--- src/design/lss_pkg.sv ---
`timescale 1ns / 1ps
// ----------------------------------------------------------------------------
// lss_pkg
// Shared constants, register indexes and controller interface types for the
// lidar scan statistics block.
// ----------------------------------------------------------------------------
package lss_pkg;

    localparam int MAX_SAMPLES = 4096;

    // Field widths
    localparam int RANGE_W  = 16;
    localparam int ANGLE_W  = 20;
    localparam int STEP_W   = 24;
    localparam int COS_W    = 16;
    localparam int OUT_ANG_W = 32;
    localparam int COUNT_W  = 13;
    localparam logic [COUNT_W-1:0] COUNT_MAX = '1;

    // Sample indexing
    localparam int IDX_W  = $clog2(MAX_SAMPLES);
    localparam int SIDX_W = $clog2(MAX_SAMPLES + 1);

    // Configuration port
    localparam int CFG_IDX_W  = 3;
    localparam int CFG_DATA_W = 24;
    localparam logic [CFG_IDX_W-1:0] CFG_RANGE_MAX  = 3'd0;
    localparam logic [CFG_IDX_W-1:0] CFG_ANGLE_MIN  = 3'd1;
    localparam logic [CFG_IDX_W-1:0] CFG_ANGLE_STEP = 3'd2;
    localparam logic [CFG_IDX_W-1:0] CFG_COS_STEP   = 3'd3;
    localparam logic [CFG_IDX_W-1:0] CFG_GAP        = 3'd4;

    // Shared wide multiplier: 32 x 16
    localparam int MUL_A_W = 32;
    localparam int MUL_B_W = 16;
    localparam int MUL_P_W = MUL_A_W + MUL_B_W;

    // Join test width: (a^2+b^2)<<15 against (g^2<<15) + 2ab*c
    localparam int SQ_W   = 2 * RANGE_W;
    localparam int JOIN_W = MUL_P_W + 2;

    // Angle offset: (index * step + 500) / 1000
    localparam int PROD_W   = IDX_W + STEP_W;
    localparam int DIVD_W   = PROD_W + 1;
    localparam int ANG_DIV  = 1000;
    localparam int ANG_RND  = ANG_DIV / 2;

    // Divide by 1000: D = hi*2^18 + lo = hi*262*1000 + (hi*144 + lo); the
    // folded part goes through a reciprocal multiply (1000 = 8 * 125)
    localparam int DIV_LO_W   = 18;
    localparam int DIV_HI_W   = DIVD_W - DIV_LO_W;
    localparam int DIV_HI_MUL = (1 << DIV_LO_W) / ANG_DIV;
    localparam int DIV_LO_MUL = (1 << DIV_LO_W) % ANG_DIV;
    localparam int DIV_Z_W    = 27;
    localparam int DIV_Q_W    = 28;
    localparam int RCP_PRE    = 3;
    localparam int RCP_Y_W    = DIV_Z_W - RCP_PRE;
    localparam int RCP_SHIFT  = 30;
    localparam int RCP_W      = 24;
    localparam int RCP_P_W    = RCP_Y_W + RCP_W;
    localparam logic [RCP_W-1:0] RCP_MUL =
        RCP_W'(((64'd1 << (RCP_SHIFT + RCP_PRE)) + ANG_DIV - 1) / ANG_DIV);

    typedef struct packed {
        logic capture;
        logic mul_step;
        logic sum_step;
        logic update;
        logic ang_mul;
        logic div_start;
        logic load_out;
    } t_ctrl_cmd;

    typedef struct packed {
        logic last;
        logic div_busy;
        logic out_free;
    } t_ctrl_status;

endpackage

--- src/design/lss_div_const.sv ---
`timescale 1ns / 1ps
// ----------------------------------------------------------------------------
// lss_div_const
// Divider by the constant ANG_DIV: split and fold, then a reciprocal multiply.
// Start registers the fold, then the reciprocal product, then the quotient.
// ----------------------------------------------------------------------------
module lss_div_const import lss_pkg::*; (
    input  logic              i_clk,
    input  logic              i_rst_n,
    input  logic              i_start,
    input  logic [DIVD_W-1:0] i_dividend,
    output logic              o_busy,
    output logic [DIVD_W-1:0] o_quotient
);

    logic [DIV_HI_W-1:0] w_hi;
    logic [DIV_LO_W-1:0] w_lo;
    logic [DIV_Z_W-1:0]  w_fold;
    logic [DIV_Q_W-1:0]  w_hi_quo;

    logic                r_stage1;
    logic                r_stage2;
    logic [DIV_Q_W-1:0]  r_hi_quo;
    logic [DIV_Z_W-1:0]  r_fold;
    logic [RCP_P_W-1:0]  r_prod;
    logic [DIV_Q_W-1:0]  r_quo;

    assign w_hi     = i_dividend[DIVD_W-1:DIV_LO_W];
    assign w_lo     = i_dividend[DIV_LO_W-1:0];
    assign w_fold   = DIV_Z_W'(w_hi) * DIV_Z_W'(DIV_LO_MUL) + DIV_Z_W'(w_lo);
    assign w_hi_quo = DIV_Q_W'(w_hi) * DIV_Q_W'(DIV_HI_MUL);

    always_ff @(posedge i_clk) begin
        if (!i_rst_n) begin
            r_stage1 <= 1'b0;
            r_stage2 <= 1'b0;
        end else begin
            r_stage1 <= i_start;
            r_stage2 <= r_stage1;
        end
    end

    // folded part stays below 2^27, so the reciprocal floor is exact
    always_ff @(posedge i_clk) begin
        if (i_start) begin
            r_hi_quo <= w_hi_quo;
            r_fold   <= w_fold;
        end
        if (r_stage1) begin
            r_prod <= r_fold[DIV_Z_W-1:RCP_PRE] * RCP_MUL;
        end
        if (r_stage2) begin
            r_quo <= r_hi_quo + DIV_Q_W'(r_prod[RCP_P_W-1:RCP_SHIFT]);
        end
    end

    assign o_busy     = r_stage1 || r_stage2;
    assign o_quotient = DIVD_W'(r_quo);

endmodule

--- src/design/lss_datapath.sv ---
`timescale 1ns / 1ps
// ----------------------------------------------------------------------------
// lss_datapath
// Configuration registers, scan accumulators, join test arithmetic, angle
// computation and the result register.
// ----------------------------------------------------------------------------
module lss_datapath import lss_pkg::*; (
    input  logic                  i_clk,
    input  logic                  i_rst_n,
    input  t_ctrl_cmd             i_cmd,
    output t_ctrl_status          o_status,
    input  logic                  i_cfg_we,
    input  logic [CFG_IDX_W-1:0]  i_cfg_index,
    input  logic [CFG_DATA_W-1:0] i_cfg_data,
    input  logic [RANGE_W-1:0]    i_range_mm,
    input  logic                  i_not_finite,
    input  logic                  i_last_sample,
    input  logic                  i_out_stall,
    output logic                  o_out_valid,
    output logic [RANGE_W-1:0]    o_min_range_mm,
    output logic [OUT_ANG_W-1:0]  o_min_angle_mdeg,
    output logic [COUNT_W-1:0]    o_valid_readings,
    output logic [COUNT_W-1:0]    o_segment_total,
    output logic                  o_min_found
);

    // Configuration
    logic [RANGE_W-1:0] r_range_max;
    logic [ANGLE_W-1:0] r_angle_min;
    logic [STEP_W-1:0]  r_angle_step;
    logic [COS_W-1:0]   r_cos_step;
    logic [RANGE_W-1:0] r_gap;
    logic [SQ_W-1:0]    r_gap_sq;

    // Captured request
    logic [RANGE_W-1:0] r_in_range;
    logic               r_in_finite;
    logic               r_in_last;

    // Scan state
    logic [RANGE_W-1:0] r_best_range;
    logic [IDX_W-1:0]   r_best_index;
    logic [SIDX_W-1:0]  r_sample_index;
    logic [COUNT_W-1:0] r_valid_count;
    logic [COUNT_W-1:0] r_segment_count;
    logic               r_in_segment;
    logic [RANGE_W-1:0] r_prev_range;
    logic               r_prev_ok;
    logic               r_any_finite;

    // Arithmetic
    logic [SQ_W-1:0]    r_ab;
    logic [SQ_W-1:0]    r_dd;
    logic [MUL_P_W-1:0] r_wide;
    logic [JOIN_W-1:0]  r_lhs;

    logic [RANGE_W-1:0] w_diff;
    logic [MUL_A_W-1:0] w_mul_a;
    logic [MUL_B_W-1:0] w_mul_b;
    logic [MUL_P_W-1:0] w_mul_p;
    logic [JOIN_W-1:0]  w_rhs;
    logic               w_join;
    logic               w_in_window;
    logic [DIVD_W-1:0]  w_dividend;
    logic [DIVD_W-1:0]  w_quotient;
    logic               w_div_busy;
    logic [OUT_ANG_W-1:0] w_angle;

    always_ff @(posedge i_clk) begin
        if (!i_rst_n) begin
            r_range_max  <= 16'hFFFF;
            r_angle_min  <= ANGLE_W'(-180000);
            r_angle_step <= STEP_W'(1000000);
            r_cos_step   <= COS_W'(32763);
            r_gap        <= RANGE_W'(300);
        end else if (i_cfg_we) begin
            unique case (i_cfg_index)
                CFG_RANGE_MAX:  r_range_max  <= i_cfg_data[RANGE_W-1:0];
                CFG_ANGLE_MIN:  r_angle_min  <= i_cfg_data[ANGLE_W-1:0];
                CFG_ANGLE_STEP: r_angle_step <= i_cfg_data[STEP_W-1:0];
                CFG_COS_STEP:   r_cos_step   <= i_cfg_data[COS_W-1:0];
                CFG_GAP:        r_gap        <= i_cfg_data[RANGE_W-1:0];
                default: ;
            endcase
        end
    end

    // gap^2 tracks the register; settles long before any join test reads it
    always_ff @(posedge i_clk) begin
        r_gap_sq <= r_gap * r_gap;
    end

    always_ff @(posedge i_clk) begin
        if (i_cmd.capture) begin
            r_in_range  <= i_range_mm;
            r_in_finite <= ~i_not_finite;
            r_in_last   <= i_last_sample;
        end
    end

    // a^2 + b^2 = (a-b)^2 + 2ab
    assign w_diff = (r_prev_range > r_in_range) ? r_prev_range - r_in_range
                                                : r_in_range - r_prev_range;

    // shared 32x16 multiplier: ab*cos during the join test, index*step at scan end
    assign w_mul_a = i_cmd.ang_mul ? MUL_A_W'(r_angle_step) : r_ab;
    assign w_mul_b = i_cmd.ang_mul ? MUL_B_W'(r_best_index) : r_cos_step;
    assign w_mul_p = w_mul_a * w_mul_b;

    always_ff @(posedge i_clk) begin
        if (i_cmd.mul_step) begin
            r_ab <= r_prev_range * r_in_range;
            r_dd <= w_diff * w_diff;
        end
        if (i_cmd.sum_step) begin
            r_lhs <= JOIN_W'({(SQ_W+1)'(r_dd) + {r_ab, 1'b0}, 15'b0});
        end
        if (i_cmd.sum_step || i_cmd.ang_mul) begin
            r_wide <= w_mul_p;
        end
    end

    assign w_rhs  = JOIN_W'({r_gap_sq, 15'b0}) + JOIN_W'({r_wide, 1'b0});
    assign w_join = r_lhs < w_rhs;
    assign w_in_window = r_sample_index < SIDX_W'(MAX_SAMPLES);

    always_ff @(posedge i_clk) begin
        if (!i_rst_n || i_cmd.load_out) begin
            r_best_range    <= '1;
            r_best_index    <= '0;
            r_sample_index  <= '0;
            r_valid_count   <= '0;
            r_segment_count <= '0;
            r_in_segment    <= 1'b0;
            r_prev_range    <= '0;
            r_prev_ok       <= 1'b0;
            r_any_finite    <= 1'b0;
        end else if (i_cmd.update && w_in_window) begin
            if (r_in_finite) begin
                // earliest sample keeps an equal minimum
                if (!r_any_finite || r_in_range < r_best_range) begin
                    r_best_range <= r_in_range;
                    r_best_index <= r_sample_index[IDX_W-1:0];
                end
                r_any_finite <= 1'b1;
                if (r_in_range != r_range_max && r_valid_count != COUNT_MAX) begin
                    r_valid_count <= r_valid_count + 1'b1;
                end
            end
            if (r_sample_index != '0) begin
                if (r_in_finite && r_prev_ok && w_join) begin
                    if (!r_in_segment) begin
                        r_in_segment <= 1'b1;
                        if (r_segment_count != COUNT_MAX) begin
                            r_segment_count <= r_segment_count + 1'b1;
                        end
                    end
                end else begin
                    r_in_segment <= 1'b0;
                end
            end
            r_prev_range   <= r_in_range;
            r_prev_ok      <= r_in_finite;
            r_sample_index <= r_sample_index + 1'b1;
        end
    end

    assign w_dividend = DIVD_W'(r_wide[PROD_W-1:0]) + DIVD_W'(ANG_RND);

    lss_div_const u_div (
        .i_clk      (i_clk),
        .i_rst_n    (i_rst_n),
        .i_start    (i_cmd.div_start),
        .i_dividend (w_dividend),
        .o_busy     (w_div_busy),
        .o_quotient (w_quotient)
    );

    assign w_angle = OUT_ANG_W'($signed(r_angle_min)) + OUT_ANG_W'(w_quotient);

    always_ff @(posedge i_clk) begin
        if (!i_rst_n) begin
            o_out_valid <= 1'b0;
        end else if (i_cmd.load_out) begin
            o_out_valid <= 1'b1;
        end else if (!i_out_stall) begin
            o_out_valid <= 1'b0;
        end
    end

    always_ff @(posedge i_clk) begin
        if (i_cmd.load_out) begin
            o_min_range_mm   <= r_any_finite ? r_best_range : '0;
            o_min_angle_mdeg <= r_any_finite ? w_angle : '0;
            o_valid_readings <= r_valid_count;
            o_segment_total  <= r_segment_count;
            o_min_found      <= r_any_finite;
        end
    end

    assign o_status.last     = r_in_last;
    assign o_status.div_busy = w_div_busy;
    assign o_status.out_free = !o_out_valid || !i_out_stall;

endmodule

--- src/design/lss_controller.sv ---
`timescale 1ns / 1ps
// ----------------------------------------------------------------------------
// lss_controller
// Sequencer: accepts a sample, steps the join test, folds the sample into
// the scan, and on the last sample runs the angle computation and result load.
// ----------------------------------------------------------------------------
module lss_controller import lss_pkg::*; (
    input  logic         i_clk,
    input  logic         i_rst_n,
    input  logic         i_in_valid,
    output logic         o_in_stall,
    input  t_ctrl_status i_status,
    output t_ctrl_cmd    o_cmd
);

    typedef enum logic [7:0] {
        S_IDLE = 8'b0000_0001,
        S_MUL  = 8'b0000_0010,
        S_SUM  = 8'b0000_0100,
        S_UPD  = 8'b0000_1000,
        S_ANG  = 8'b0001_0000,
        S_DIVS = 8'b0010_0000,
        S_DIVW = 8'b0100_0000,
        S_LOAD = 8'b1000_0000
    } t_state;

    t_state r_state;
    t_state n_state;

    always_ff @(posedge i_clk) begin
        if (!i_rst_n) begin
            r_state <= S_IDLE;
        end else begin
            r_state <= n_state;
        end
    end

    always_comb begin
        n_state = r_state;
        o_cmd   = '0;
        unique case (r_state)
            S_IDLE: begin
                if (i_in_valid) begin
                    o_cmd.capture = 1'b1;
                    n_state       = S_MUL;
                end
            end
            S_MUL: begin
                o_cmd.mul_step = 1'b1;
                n_state        = S_SUM;
            end
            S_SUM: begin
                o_cmd.sum_step = 1'b1;
                n_state        = S_UPD;
            end
            S_UPD: begin
                o_cmd.update = 1'b1;
                n_state      = i_status.last ? S_ANG : S_IDLE;
            end
            S_ANG: begin
                o_cmd.ang_mul = 1'b1;
                n_state       = S_DIVS;
            end
            S_DIVS: begin
                o_cmd.div_start = 1'b1;
                n_state         = S_DIVW;
            end
            S_DIVW: begin
                if (!i_status.div_busy) begin
                    n_state = S_LOAD;
                end
            end
            S_LOAD: begin
                // hold until the result register can take the new result
                if (i_status.out_free) begin
                    o_cmd.load_out = 1'b1;
                    n_state        = S_IDLE;
                end
            end
            default: begin
                n_state = S_IDLE;
            end
        endcase
    end

    assign o_in_stall = (r_state != S_IDLE);

endmodule

--- src/design/lidar_scan_statistics.sv ---
`timescale 1ns / 1ps
// ----------------------------------------------------------------------------
// lidar_scan_statistics
// Per-scan nearest obstacle, valid reading count and segment count.
// ----------------------------------------------------------------------------
// Each sample is accepted, then steps through the join test (range products,
// the 32x16 cosine multiply with the left-hand sum, then the compare and
// scan update). A sample marked last adds a multiply of index by step, a
// divide by 1000 (a start state, then the fold and reciprocal multiply), and
// the result load. The result sits in an output register, so the next scan
// starts while it waits to be taken; a later last sample holds only if that
// register is still full. The user must write configuration only while the
// block is idle; the block itself does not enforce it.
// ----------------------------------------------------------------------------
module lidar_scan_statistics import lss_pkg::*; (
    input  logic                  i_clk,
    input  logic                  i_rst_n,
    input  logic                  i_cfg_we,
    input  logic [CFG_IDX_W-1:0]  i_cfg_index,
    input  logic [CFG_DATA_W-1:0] i_cfg_data,
    input  logic                  i_in_valid,
    output logic                  o_in_stall,
    input  logic [RANGE_W-1:0]    i_range_mm,
    input  logic                  i_not_finite,
    input  logic                  i_last_sample,
    output logic                  o_out_valid,
    input  logic                  i_out_stall,
    output logic [RANGE_W-1:0]    o_min_range_mm,
    output logic [OUT_ANG_W-1:0]  o_min_angle_mdeg,
    output logic [COUNT_W-1:0]    o_valid_readings,
    output logic [COUNT_W-1:0]    o_segment_total,
    output logic                  o_min_found
);

    t_ctrl_cmd    w_cmd;
    t_ctrl_status w_status;

    lss_controller u_ctrl (
        .i_clk      (i_clk),
        .i_rst_n    (i_rst_n),
        .i_in_valid (i_in_valid),
        .o_in_stall (o_in_stall),
        .i_status   (w_status),
        .o_cmd      (w_cmd)
    );

    lss_datapath u_dp (
        .i_clk            (i_clk),
        .i_rst_n          (i_rst_n),
        .i_cmd            (w_cmd),
        .o_status         (w_status),
        .i_cfg_we         (i_cfg_we),
        .i_cfg_index      (i_cfg_index),
        .i_cfg_data       (i_cfg_data),
        .i_range_mm       (i_range_mm),
        .i_not_finite     (i_not_finite),
        .i_last_sample    (i_last_sample),
        .i_out_stall      (i_out_stall),
        .o_out_valid      (o_out_valid),
        .o_min_range_mm   (o_min_range_mm),
        .o_min_angle_mdeg (o_min_angle_mdeg),
        .o_valid_readings (o_valid_readings),
        .o_segment_total  (o_segment_total),
        .o_min_found      (o_min_found)
    );

endmodule

--- config.mk ---
export PLATFORM = sky130hd
export DESIGN_NAME = lidar_scan_statistics
export DESIGN_NICKNAME = d
export VERILOG_FILES = /design/src/design/lss_pkg.sv /design/src/design/lss_div_const.sv /design/src/design/lss_datapath.sv /design/src/design/lss_controller.sv /design/src/design/lidar_scan_statistics.sv
export SDC_FILE = /design/constraint.sdc
export NUM_CORES = 2
export LEC_CHECK = 0
export BUFFER_PORTS_ARGS = -buffer_cell sky130_fd_sc_hd__buf_2
export CAP_MARGIN = 20
export CORE_UTILIZATION = 63
export CTS_CLUSTER_SIZE = 20
export DETAILED_ROUTE_END_ITERATION = 10
export PLACE_DENSITY = 0.84
export SLEW_MARGIN = 25
export SYNTH_ARGS = -nofsm -noshare
export SYNTH_HDL_FRONTEND = slang
export SYNTH_SLANG_ARGS = --single-unit
--- constraint.sdc ---
create_clock -name i_clk -period 12.3 [get_ports i_clk]
set_clock_uncertainty 0.1 [all_clocks]
set_input_delay 2.46 -clock i_clk [delete_from_list [all_inputs] [get_ports i_clk]]
set_output_delay 2.46 -clock i_clk [all_outputs]
set_load 0.02 [all_outputs]
# After elaboration in Yosys (flattened, before gate mapping)
# Cells that the tools add are included.
dict set report word_totals {
  regBits 589
}
dict set report op_classes {
  reduce_logical 26
  magnitude_cmp 4
  muxes 20
  multipliers 7
  n_eq_ne 20
  addsub 11
  bitwise 2
}
# op n
set op_table {}
lappend op_table {{multiplier 16 x 16 -> 32 bit} 3}
lappend op_table {{one-hot mux 8 bit (8 select lines)} 1}
lappend op_table {{adder 47 x 49 -> 50 bit} 1}
lappend op_table {{< comparator 48 x 50 -> 1 bit} 1}
lappend op_table {{multiplier 24 x 24 -> 48 bit, second input constant} 1}
lappend op_table {{multiplier 32 x 16 -> 48 bit} 1}
lappend op_table {{adder 13 x 1 -> 13 bit, second input constant} 3}
lappend op_table {{adder 36 x 9 -> 37 bit, second input constant} 1}
lappend op_table {{adder 32 x 33 -> 33 bit} 1}
lappend op_table {{two-way mux 16 bit} 2}
lappend op_table {{two-way mux 32 bit} 1}
lappend op_table {{subtractor 16 bit} 2}
lappend op_table {{adder 20 x 29 -> 30 bit} 1}
lappend op_table {{adder 28 x 18 -> 28 bit} 1}
lappend op_table {{adder 27 x 18 -> 27 bit} 1}
lappend op_table {{multiplier 19 x 8 -> 27 bit, second input constant} 1}
lappend op_table {{inequality test 13 bit, second input constant} 2}
lappend op_table {{two-way mux 8 bit} 3}
lappend op_table {{multiplier 19 x 4 -> 23 bit, second input constant} 1}
lappend op_table {{> comparator 16 bit} 1}
lappend op_table {{< comparator 16 bit} 1}
lappend op_table {{inequality test 16 bit} 1}
lappend op_table {{AND reduction 2 bit} 7}
lappend op_table {{< comparator 13 bit, second input constant} 1}
lappend op_table {{other kinds (24)} 51}

# Longest topological paths before layout
dict set report logic_depth {
  ltp_word 5
  mapped_depth 42
  depth_no_buf 39
}

# Hierarchy
# From an unflattened synthesis, not the netlist that was laid out.
dict set report hier_totals {
  hier_cells 8188
  hier_area_um2 77403.0
}
# module seq_area_each_um2 instances area_each_um2 cells_each
set modules_own_cells {}
lappend modules_own_cells {lss_datapath 11320.9 1 60473.0 6543}
lappend modules_own_cells {lss_div_const 2952.8 1 16450.8 1595}
lappend modules_own_cells {lss_controller 160.2 1 479.2 50}

# Worst setup path before layout
# OpenSTA, ideal clock, no wires.
dict set report synth_timing {
  path_type {register to register}
  startpoint {register u_dp.r_prev_range[0]}
  endpoint {register u_dp.r_dd[30], data pin}
  synth_period_minus_slack_ps 9542
  stages_incl_launch_ff 43
  setup_slack_ps 2758
  path_buffers 3
  required_ps 11942
  arrival_time_ps 9184
  path_cell_list {dfxtp_1 inv_1 clkbuf_1 ha_1 fa_1 nand2b_1 a21boi_1 o21a_1 o21ai_1 a21o_1 a21oi_2 buf_4 buf_6 nand3_1 o21ai_1 xor2_2 inv_2 nand2_1 [7 not listed] fa_1 inv_1 fa_1 inv_1 fa_1 inv_1 ha_1 a21o_1 a21o_1 a2111oi_2 o21ai_1 and3_4 a211oi_2 a21oi_2 a2111o_1 a21o_1 a21o_1 xor2_1}
}
dict set report synth_via {
  elab_chain_cells 3
  word_cells_on_any_way 5
}
# element line
set synth_lines {}
lappend synth_lines {{from (decl)} lss_datapath.sv:47} ;# logic [RANGE_W-1:0] r_prev_range;
lappend synth_lines {{from (signal assigned)} lss_datapath.sv:162} ;# r_prev_range <= r_in_range;
lappend synth_lines {{subtractor 16 bit (tied with other cells)} lss_datapath.sv:103} ;# : r_in_range - r_prev_range;
lappend synth_lines {{two-way mux 16 bit *} lss_datapath.sv:102} ;# assign w_diff = (r_prev_range > r_in_range) ? r_prev_range - r_in_range
lappend synth_lines {{multiplier 16 x 16 -> 32 bit *} lss_datapath.sv:113} ;# r_dd <= w_diff * w_diff;
lappend synth_lines {{to (signal assigned)} lss_datapath.sv:113}
lappend synth_lines {{to (decl)} lss_datapath.sv:53} ;# logic [SQ_W-1:0] r_dd;
# Every way passes the cells marked *; elsewhere a longest branch is shown, timed or not.
# A chain may end at the register's enable or synchronous reset.

# Worst setup path in the final report
dict set report layout_timing {
  startpoint {register u_dp.r_prev_range[0]}
  endpoint {register u_dp.r_dd[31], data pin}
}
# Same word-level chain as after synthesis.

==> metrics <==
area occupied by multi-input gates 0.0554 sq mm; global-route wire length before repair 317000 microns; hold path depth 2; Reg area 0.0144 sq mm; cell depth of the worst flop-to-flop path 36; # IOs 127; antenna-violating nets left 0; drt wl/cell 20.4 microns; syn_nets 10200; antenna violations before repair 3; status complete, no violations; GRT overflow 0; Slew Viols, Final 0; top-area cell type share of the netlist area just under 30%; minimum clock period 10670 ps; setup_tns 0 ps; CP Max Fanout 22; first-pass detailed-route iteration total 8; Core Area 0.120 sq mm; hold buffers post-CTS 0; Initial Util 63.7%; CTS resizes 0; GPL Wtd Cong 0.988; CTS clk-pin slew, worst paths 60 ps; DR vias/cell 5.85; Total GRT Usage 32.9%; largest net degree at the start of global routing 77; number of global-route vias before repair between 60000 and 70000; vias post-DR roughly 57000; CP Launch Type flop; DP HPWL 160000 microns; commonest non-fill, non-tap cell in the layout inv_1; Synthesis Warnings 0; chip width 350 microns; crit path max-delay cell type xor2_1; critical path class flop to flop; setup slack, reg-to-reg between 1500 and 2000 ps; Sink Count 552; Crit path top cell by count fa_1; Hold Path Class flop to flop; 1st-iter DRT viols between 4000 and 5000; unrepaired setup endpoints after global routing false; final-layout fill cell count between 9000 and 10000; Row Count 127; sequential area share after synthesis 18.8%; Netlist cell types 106; port bufs around 130; Post-synth ARST share 0%; Post-CTS Setup Inserts 0; Mapped Cells 8069; fraction of layout cells with a size suffix above 1 4.99%; Max clock buf depth 3; critical path arrival between 10000 and 15000 ps; Area growth, synth to finish 5.48%; Critical Path End Type flop; CTS H-Tree Depth 2; crit-path max cell delay 720 ps; die area between 0.1 and 0.15 sq mm; clock tree root buffer cell clkbuf_16; maxcap violations 0; syn avg cell area 9.48 sq um; Fin. Hold Viols 0; drt total wl slightly below 200000 microns; CTS tree yes; CP required approximately 13000 ps; ranking of synthesized cells by area fa_1 (30%), ha_1 (16%), edfxtp_1 (13%), inv_1 (7.6%), dfxtp_1 (5.8%); nets between 10000 and 15000; final setup violation count 0; clock insertion delay at the later pin of the skew report 680 ps; Inserted Clock Buffers 57; fmax 93.7 MHz; FF-to-FF End u_dp.r_dd[31]; Synth Cell Area between 0.07 and 0.08 sq mm; most frequent cells in the layout inv_1 (1552), fa_1 (1132), nand2_1 (1035); leading area contributor after synthesis fa_1; worst r2r src u_dp.r_prev_range[0]; ys flop type edfxtp_1; Seq cells post-synth 552; hold worst-path end u_dp.r_angle_step[13]; die height 350 microns; worst slew pin tran 1050 ps; DR DRC count 0; worst min-delay path startpoint u_dp.r_angle_step[13]; post-route clock period utilization 86.7%; Post-synth EDFFs 332; Relative slew margins 30.2%
cell type report:
type | instances | share of cell area [%]
Antenna cell | 3 | 0.00930
Timing Repair Buffer | 169 | 1.18
Clock inverter | 33 | 0.439
Multi-Input combinational cell | 5719 | 68.7
Tap cell | 1612 | 2.50
Clock buffer | 73 | 2.11
Inverter | 1567 | 7.29
Sequential cell | 552 | 17.8
layer usage:
layer	GRT usage (%)	up-vias	wire length (microns)
met5	0	-	13
met4	16.0	2	10800
met3	7.41	588	18400
met2	54.6	2599	93300
met1	40.7	28100	75700
li1	-	25700	-
through the flow:
step | hold WS [ps] | std cells | cell area, sq um | setup slack [ps] | util, %
floorplan | 298 | 8069 | 76500 | 2760 | -
global placement | 342 | 9619 | 78600 | 1710 | 65.4
detailed placement | 349 | 9619 | 78600 | 1740 | 65.4
CTS | 357 | 9725 | 80700 | 1690 | 67.2
global route | 381 | 9725 | 80700 | 1010 | 67.2
finish | 358 | 9728 | 80700 | 1630 | 67.2
worst max-delay path: cells and delay by family (launching register included):
family                     cells  cell delay (ps)
AOI/OAI and AO/OA              9             2480
xor gates and xnor gates       2              880
adders and majority gates      9             4040
buffers and inverters          7              840
DFF                            1              440
muxes                          1              290
and+or+nand+nor                8             1310
state kept, by name, indices dropped and copies added (netlist names), 18 cells and up:
| name | count |
|---|---|
| u_dp.o_min_angle_mdeg | 30 |
| u_dp.u_div.r_prod | 18 |
| u_dp.r_ab | 32 |
| u_dp.u_div.r_fold | 24 |
| u_dp.u_div.r_quo | 28 |
| u_dp.u_div.r_hi_quo | 27 |
| u_dp.r_angle_step | 24 |
| u_dp.r_lhs | 33 |
| u_dp.r_gap_sq | 31 |
| u_dp.r_dd | 31 |
| u_dp.r_wide | 48 |
| u_dp.r_angle_min | 20 |
cells in the mapped netlist, types with 47 or more instances:
master,n
nand3_1,116
clkbuf_1,196
o21ai_0,120
nand2_1,1036
edfxtp_1,332
dfxtp_1,220
a21oi_1,326
inv_1,1556
xnor2_1,232
mux2i_1,49
nand2b_1,55
xor2_1,144
and2_1,129
and3_1,109
fa_1,1132
nand4_1,47
a21o_1,175
ha_1,987
nor3_1,72
nor2b_1,67
nor2_1,462
logic make-up after synthesis:
| family | count (synthesis) | share of synthesized area, % |
|---|---|---|
| DFF | 552 | 18.8 |
| adders and majority gates | 2119 | 45.8 |
| xor gates and xnor gates | 382 | 4.45 |
| AOI/OAI and AO/OA | 925 | 7.87 |
| and+or+nand+nor | 2208 | 13.1 |
| buffers and inverters | 1798 | 8.87 |
| muxes | 85 | 1.17 |
worst max path at each step:
stage / depth (start not counted) / endpoint / slack, ps / start
after CTS: 36 / u_dp.r_dd[31] / 1690 / u_dp.r_prev_range[0]
after global placement: 36 / u_dp.r_dd[31] / 1710 / u_dp.r_prev_range[0]
after global routing: 36 / u_dp.r_dd[31] / 1010 / u_dp.r_prev_range[0]
after detailed placement: 36 / u_dp.r_dd[31] / 1740 / u_dp.r_prev_range[0]
final: 36 / u_dp.r_dd[31] / 1630 / u_dp.r_prev_range[0]
after floorplan: 42 / u_dp.r_dd[30] / 2760 / u_dp.r_prev_range[0]
Power is left out: the tool's default activity adds up to more than one toggle a clock period on the data nets, which glitch-free logic cannot reach.
